### src/rtl/core/sha256_pkg.sv
// shared types, request codes, round constants and mixing functions for the sha-256 hasher
// depends on nothing; imported by sha256_stream_hasher_top and tb
`default_nettype none

package sha256_pkg;

    typedef logic [31:0] word_t;
    typedef logic [15:0][31:0] window_t;

    localparam logic REQ_ABSORB = 1'b0;
    localparam logic REQ_FINISH = 1'b1;

    localparam word_t ROUND_K [64] = '{
        32'h428a2f98, 32'h71374491, 32'hb5c0fbcf, 32'he9b5dba5,
        32'h3956c25b, 32'h59f111f1, 32'h923f82a4, 32'hab1c5ed5,
        32'hd807aa98, 32'h12835b01, 32'h243185be, 32'h550c7dc3,
        32'h72be5d74, 32'h80deb1fe, 32'h9bdc06a7, 32'hc19bf174,
        32'he49b69c1, 32'hefbe4786, 32'h0fc19dc6, 32'h240ca1cc,
        32'h2de92c6f, 32'h4a7484aa, 32'h5cb0a9dc, 32'h76f988da,
        32'h983e5152, 32'ha831c66d, 32'hb00327c8, 32'hbf597fc7,
        32'hc6e00bf3, 32'hd5a79147, 32'h06ca6351, 32'h14292967,
        32'h27b70a85, 32'h2e1b2138, 32'h4d2c6dfc, 32'h53380d13,
        32'h650a7354, 32'h766a0abb, 32'h81c2c92e, 32'h92722c85,
        32'ha2bfe8a1, 32'ha81a664b, 32'hc24b8b70, 32'hc76c51a3,
        32'hd192e819, 32'hd6990624, 32'hf40e3585, 32'h106aa070,
        32'h19a4c116, 32'h1e376c08, 32'h2748774c, 32'h34b0bcb5,
        32'h391c0cb3, 32'h4ed8aa4a, 32'h5b9cca4f, 32'h682e6ff3,
        32'h748f82ee, 32'h78a5636f, 32'h84c87814, 32'h8cc70208,
        32'h90befffa, 32'ha4506ceb, 32'hbef9a3f7, 32'hc67178f2
    };

    localparam word_t INIT_H [8] = '{
        32'h6a09e667, 32'hbb67ae85, 32'h3c6ef372, 32'ha54ff53a,
        32'h510e527f, 32'h9b05688c, 32'h1f83d9ab, 32'h5be0cd19
    };

    localparam logic [7:0] PAD_MARK = 8'h80;

    function automatic word_t rotr(word_t x, int unsigned n);
        return (x >> n) | (x << (32 - n));
    endfunction

    function automatic word_t big_sigma0(word_t x);
        return rotr(x, 2) ^ rotr(x, 13) ^ rotr(x, 22);
    endfunction

    function automatic word_t big_sigma1(word_t x);
        return rotr(x, 6) ^ rotr(x, 11) ^ rotr(x, 25);
    endfunction

    function automatic word_t small_sigma0(word_t x);
        return rotr(x, 7) ^ rotr(x, 18) ^ (x >> 3);
    endfunction

    function automatic word_t small_sigma1(word_t x);
        return rotr(x, 17) ^ rotr(x, 19) ^ (x >> 10);
    endfunction

endpackage

`default_nettype wire

### src/rtl/core/sha256_stream_hasher_top.sv
// byte-stream sha-256 hasher: block window, one shared round unit, digest output
// depends on sha256_pkg
`default_nettype none

// Absorb transactions take one byte per cycle while the hasher is idle; the 64th
// byte of a block starts the compression, which runs one round per cycle through
// a single shared round unit, then an update step folds the working words into
// the hash. A finish transaction pads one byte per cycle up to the block end,
// compresses, repeats both once more when 56 or more bytes were buffered, then
// offers the eight digest words, one per output transaction, word 0 first.
// in_stall is high throughout this work.

module sha256_stream_hasher_top
    import sha256_pkg::*;
(
    input  wire logic        clk,
    input  wire logic        rst_n,
    input  wire logic        in_valid,
    output logic             in_stall,
    input  wire logic        req_type,
    input  wire logic [7:0]  data_byte,
    output logic             out_valid,
    input  wire logic        out_stall,
    output logic [31:0]      digest_word,
    output logic [2:0]       word_index,
    output logic             last_word
);

    localparam logic [2:0] ST_IDLE     = 3'd0;
    localparam logic [2:0] ST_PAD      = 3'd1;
    localparam logic [2:0] ST_COMPRESS = 3'd2;
    localparam logic [2:0] ST_UPDATE   = 3'd3;
    localparam logic [2:0] ST_OUT      = 3'd4;

    logic [2:0]  state_reg, state_next;
    logic [5:0]  fill_reg, fill_next;
    logic [63:0] msg_bits_reg, msg_bits_next;
    logic [63:0] len_reg, len_next;
    logic        extra_reg, extra_next;
    logic        pad_first_reg, pad_first_next;
    logic        pad_mode_reg, pad_mode_next;
    logic [5:0]  round_reg, round_next;
    logic [2:0]  out_idx_reg, out_idx_next;
    word_t       hash_reg [8];
    word_t       hash_next [8];
    word_t       v_reg [8];
    word_t       v_next [8];
    window_t     w_reg, w_next;

    logic        in_fire;
    logic        out_fire;
    logic        len_phase;
    logic [7:0]  pad_byte;
    word_t       t1, t2, w_new;

    assign in_fire   = in_valid && (state_reg == ST_IDLE);
    assign out_fire  = (state_reg == ST_OUT) && !out_stall;
    assign in_stall  = (state_reg != ST_IDLE);
    assign out_valid = (state_reg == ST_OUT);

    assign digest_word = hash_reg[out_idx_reg];
    assign word_index  = out_idx_reg;
    assign last_word   = (out_idx_reg == 3'd7);

    // length bytes fill the last eight slots of the final padded block
    assign len_phase = !extra_reg && (fill_reg[5:3] == 3'b111);
    assign pad_byte  = pad_first_reg ? PAD_MARK : (len_phase ? len_reg[63:56] : 8'h00);

    // shared round unit; w_reg[15] is the oldest schedule word
    assign t1 = v_reg[7] + big_sigma1(v_reg[4])
              + ((v_reg[4] & v_reg[5]) ^ (~v_reg[4] & v_reg[6]))
              + ROUND_K[round_reg] + w_reg[15];
    assign t2 = big_sigma0(v_reg[0])
              + ((v_reg[0] & v_reg[1]) ^ (v_reg[0] & v_reg[2]) ^ (v_reg[1] & v_reg[2]));
    assign w_new = w_reg[15] + small_sigma0(w_reg[14]) + w_reg[6] + small_sigma1(w_reg[1]);

    always_comb
    begin
        state_next     = state_reg;
        fill_next      = fill_reg;
        msg_bits_next  = msg_bits_reg;
        len_next       = len_reg;
        extra_next     = extra_reg;
        pad_first_next = pad_first_reg;
        pad_mode_next  = pad_mode_reg;
        round_next     = round_reg;
        out_idx_next   = out_idx_reg;
        hash_next      = hash_reg;
        v_next         = v_reg;
        w_next         = w_reg;

        unique case (state_reg)
            ST_IDLE:
            begin
                if (in_fire)
                begin
                    if (req_type == REQ_ABSORB)
                    begin
                        w_next        = {w_reg[15][23:0], w_reg[14:0], data_byte};
                        fill_next     = fill_reg + 6'd1;
                        pad_mode_next = 1'b0;
                        if (&fill_reg)
                        begin
                            msg_bits_next = msg_bits_reg + 64'd512;
                            v_next        = hash_reg;
                            round_next    = '0;
                            state_next    = ST_COMPRESS;
                        end
                    end
                    else
                    begin
                        len_next       = msg_bits_reg + {55'd0, fill_reg, 3'b000};
                        extra_next     = (fill_reg[5:3] == 3'b111);
                        pad_first_next = 1'b1;
                        pad_mode_next  = 1'b1;
                        state_next     = ST_PAD;
                    end
                end
            end
            ST_PAD:
            begin
                w_next         = {w_reg[15][23:0], w_reg[14:0], pad_byte};
                fill_next      = fill_reg + 6'd1;
                pad_first_next = 1'b0;
                if (len_phase)
                begin
                    len_next = {len_reg[55:0], 8'h00};
                end
                if (&fill_reg)
                begin
                    v_next     = hash_reg;
                    round_next = '0;
                    state_next = ST_COMPRESS;
                end
            end
            ST_COMPRESS:
            begin
                v_next[7]  = v_reg[6];
                v_next[6]  = v_reg[5];
                v_next[5]  = v_reg[4];
                v_next[4]  = v_reg[3] + t1;
                v_next[3]  = v_reg[2];
                v_next[2]  = v_reg[1];
                v_next[1]  = v_reg[0];
                v_next[0]  = t1 + t2;
                w_next     = {w_reg[14:0], w_new};
                round_next = round_reg + 6'd1;
                if (&round_reg)
                begin
                    state_next = ST_UPDATE;
                end
            end
            ST_UPDATE:
            begin
                for (int i = 0; i < 8; i++)
                begin
                    hash_next[i] = hash_reg[i] + v_reg[i];
                end
                if (!pad_mode_reg)
                begin
                    state_next = ST_IDLE;
                end
                else if (extra_reg)
                begin
                    // first padded block done, the length goes in a second one
                    extra_next = 1'b0;
                    state_next = ST_PAD;
                end
                else
                begin
                    out_idx_next = '0;
                    state_next   = ST_OUT;
                end
            end
            ST_OUT:
            begin
                if (out_fire)
                begin
                    out_idx_next = out_idx_reg + 3'd1;
                    if (out_idx_reg == 3'd7)
                    begin
                        hash_next     = INIT_H;
                        fill_next     = '0;
                        msg_bits_next = '0;
                        pad_mode_next = 1'b0;
                        state_next    = ST_IDLE;
                    end
                end
            end
            default:
            begin
                state_next = ST_IDLE;
            end
        endcase
    end

    always_ff @(posedge clk or negedge rst_n)
    begin
        if (!rst_n)
        begin
            state_reg     <= ST_IDLE;
            fill_reg      <= '0;
            msg_bits_reg  <= '0;
            extra_reg     <= 1'b0;
            pad_first_reg <= 1'b0;
            pad_mode_reg  <= 1'b0;
            round_reg     <= '0;
            out_idx_reg   <= '0;
            hash_reg      <= INIT_H;
        end
        else
        begin
            state_reg     <= state_next;
            fill_reg      <= fill_next;
            msg_bits_reg  <= msg_bits_next;
            extra_reg     <= extra_next;
            pad_first_reg <= pad_first_next;
            pad_mode_reg  <= pad_mode_next;
            round_reg     <= round_next;
            out_idx_reg   <= out_idx_next;
            hash_reg      <= hash_next;
        end
    end

    // datapath registers, no reset needed
    always_ff @(posedge clk)
    begin
        len_reg <= len_next;
        v_reg   <= v_next;
        w_reg   <= w_next;
    end

endmodule

`default_nettype wire

### config.mk
export PLATFORM = sky130hd
export DESIGN_NAME = sha256_stream_hasher_top
export DESIGN_NICKNAME = d
export VERILOG_FILES = /design/src/rtl/core/sha256_pkg.sv /design/src/rtl/core/sha256_stream_hasher_top.sv
export SDC_FILE = /design/constraint.sdc
export NUM_CORES = 2
export LEC_CHECK = 0
export BUFFER_PORTS_ARGS = -buffer_cell sky130_fd_sc_hd__buf_2
export CORE_UTILIZATION = 51
export DETAILED_ROUTE_END_ITERATION = 8
export PLACE_DENSITY = 0.66
export SLEW_MARGIN = 20
export SYNTH_ARGS = -nofsm -noshare
export SYNTH_HDL_FRONTEND = slang
export SYNTH_SLANG_ARGS = --single-unit
### constraint.sdc
create_clock -name clk -period 25 [get_ports clk]
set_input_delay 0 -clock clk [delete_from_list [all_inputs] [get_ports clk]]
set_output_delay 0 -clock clk [all_outputs]
set_load 0.01 [all_outputs]
==> results.toml <==
[route]
drt-initial-drc-count = 7178
vias = 61795
drt_drc_violations_left = 0
wirelength_um = 243000
first_pass_iters = 8
vias_per_cell = 5.96
wire_per_inst_um = 23.4
ant_nets = 0

[worst_setup_path]
cp-end-kind = "register"
r2r_cells = 31
rrSetupSlack_ns = 15.05
crit_path_frequent_cell = "a21oi_1"
path_max_fanout = 16
critPathRequiredTime_ns = 25.61
critPathKind = "reg2reg"
cp.arrival_ns = 10.56
critPathMaxStageDelay_ns = 0.86
cp-start-kind = "register"
slowest_stage = "ha_1"

[yosys]
ys_seq_area_frac = 0.430
async_reset_ff_frac = 0.286
ys_warn_count = 0
netlist_area_um2 = 77500
synth_cells = 8409
ys_seq_elements = 1161
synth_flop_cell = "edfxtp_1"
syn_area_per_cell_um2 = 9.22
syn_nets = 9018
synthDistinctLibCells = 97
synth_edf_count = 829

[pwr]
p_int_uw = 6530
p_seq_frac = 0.250
combPwrFrac = 0.583
pwr-share-clk = 0.167
switchingPower_uw = 5520
powerDensity_nw_per_um2 = 144
p_leak_uw = 0.0353
swShare = 0.458
peakVddDrop_v = 0.000168

[sta]
grt_setup_unrepaired = "false"
min_period_ns = 9.95
fin_crit_sh = 0.398
setup_viol = 0
max_freq_mhz = 101
drv_slew = 0
skew_ns = 0.0447
relSlewSlack = 0.200
finalSetupTns_ns = 0
hold_viol = 0
tightest_slew_ns = 1.19

[layout]
largest_reg_flops = 512
n_antenna_cell = 0
fillCellCount = 13421
final_cell_area_um2 = 84000
fin_nets = 8842
area_growth_syn_to_layout_pct = 8.27
drive_gt1_frac = 0.0774

[die]
rows = 142
ios = 51
coreArea_um2 = 150000
die_x_um = 392
initial_core_util = 0.516
die_y_um = 392
dieArea_um2 = 154000

[placement]
port_buffers = 50
dpl_cell_area_um2 = 79300
gp_congestion = 1.01
hpwl_um = 175000

[grt]
grtUsageTotal = 0.314
grt_pass1_wl_um = 366000
grt_overflow = 0
antenna_found_initial = 7
grt_pass1_vias = 58043
grt_max_degree = 252

[clock_tree]
cts_buffer_depth = 3
clk_latency_ns = 0.79
root_buffer = "clkbuf_16"
numCtsBuffers = 138
path_clk_slew_ns = 0.06
hold_buffers = 15
tritoncts = "built"
cts_resized = 0
h-tree-depth = 4
cts_setup_buffers = 0
clock_sinks = 1161

[outcome]
status = "completed"

[worst_hold_path]
hold_path.class = "in2async"

[job]
drv_cap = 0
## power by group through the flow
stage	logic [uW]	clock network [uW]	registers [uW]
5_1_grt	7700	2110	3060
2_1_floorplan	5030	0	2990
6_report	7030	2010	3010
4_1_cts	6920	2040	3010
3_5_place_dp	6840	0	3040
3_3_place_gp	6790	0	3020
## synthesized netlist by cell type (all sizes together) (12+ instances only)
library cell | n | area share
mux4 | 69 | 0.020
nor4 | 19 | 0.0015
clkbuf | 420 | 0.020
and4 | 12 | 0.0014
a2111oi | 15 | 0.0018
a21oi | 459 | 0.030
o21ai | 585 | 0.038
fa | 197 | 0.051
and2 | 25 | 0.0020
mux2i | 12 | 0.0015
edfxtp | 829 | 0.32
nor3 | 113 | 0.0073
o21bai | 53 | 0.0051
buf | 34 | 0.0017
nor2 | 351 | 0.017
nor3b | 14 | 0.0015
or3 | 33 | 0.0027
o311ai | 23 | 0.0026
a21o | 160 | 0.015
dfstp | 136 | 0.046
inv | 411 | 0.020
o31ai | 41 | 0.0040
dfrtp | 196 | 0.063
o41ai | 12 | 0.0014
o211ai | 33 | 0.0032
a211o | 14 | 0.0016
nand4 | 31 | 0.0025
mux2 | 62 | 0.0090
nand3 | 128 | 0.0083
and3 | 37 | 0.0030
o21a | 67 | 0.0065
a31oi | 33 | 0.0029
xor2 | 267 | 0.030
nand2 | 2414 | 0.12
xnor2 | 348 | 0.039
nor2b | 46 | 0.0037
maj3 | 30 | 0.0039
nand2b | 61 | 0.0049
a211oi | 45 | 0.0044
ha | 399 | 0.064
## cells by family after synthesis
logic type / share of synthesized area
flops: 0.430
buf+inv: 0.0420
simple gates: 0.176
xor+xnor: 0.0696
mux: 0.0306
fa+ha+maj: 0.119
compound gates: 0.132
## final cells by class
class / instances / area, um2 / area share
clock buffer: 181 / 3730 / 0.0444
clock inverter: 73 / 758 / 0.00903
inverter: 412 / 1560 / 0.0186
multi-input combinational: 6382 / 41000 / 0.488
sequential: 1161 / 33400 / 0.398
tap: 2016 / 2520 / 0.0300
timing repair buffer: 138 / 1040 / 0.0124
## path summary, 6_finish.rpt
check	endpoint	from
setup / recovery	v_reg[254]$_DFFE_PP_	round_reg[1]$_DFFE_PN0P_
hold / removal	hash_reg[175]$_DFFE_PN1P_	rst_n
setup reg to reg	v_reg[254]$_DFFE_PP_	round_reg[1]$_DFFE_PN0P_
hold reg to reg	hash_reg[223]$_DFFE_PN1P_	hash_reg[223]$_DFFE_PN1P_
max in group asynchronous	round_reg[2]$_DFFE_PN0P_	rst_n
min in group clk	pad_first_reg$_DFFE_PN0P_	in_valid
## worst max-delay path: cells and delay by family (launching register included)
family	cells	cell delay [ns]
buf+inv	2	0.52
xor+xnor	1	0.23
fa+ha+maj	5	2.44
flops	1	0.78
compound gates	17	3.74
simple gates	6	2.06
## stage by stage
stage,instances,util,power (uW),worst slack [ns],hold slack [ns]
after global placement,10093,0.527,9820,15.25,0.0831
after CTS,10363,0.559,12000,15.18,0.0540
final,10363,0.559,12100,15.05,0.103
after detailed placement,10094,0.528,9880,15.21,0.0817
after global routing,10363,0.559,12900,14.58,0.116
after floorplan,8409,-,8020,5.59,-0.296
## routing by layer
layer,global-route usage,up-vias,share of wire,routed length [um]
met5,0,-,0.00014,35
met2,0.451,2679,0.42,103000
met3,0.0686,411,0.098,23700
met4,0.0942,6,0.031,7460
met1,0.471,30164,0.45,109000
li1,-,28535,-,-
## cell usage in the layout, fill, tap and decap left out, types with 62 or more instances in the layout
cell type | Yosys | layout
nor3_1 | 113 | 111
buf_4 | 0 | 68
ha_1 | 399 | 399
clkbuf_16 | 0 | 140
xnor2_1 | 347 | 347
mux2_2 | 62 | 62
dfstp_2 | 136 | 136
dfrtp_1 | 196 | 189
mux4_2 | 69 | 69
nand2_1 | 2414 | 2411
edfxtp_1 | 829 | 829
o21ai_0 | 571 | 571
nor2_1 | 350 | 348
a21o_1 | 160 | 160
inv_1 | 410 | 408
fa_1 | 197 | 197
a21oi_1 | 459 | 459
o21a_1 | 66 | 66
nand3_1 | 128 | 128
xor2_1 | 267 | 267
(Power assumes the default switching activity.)
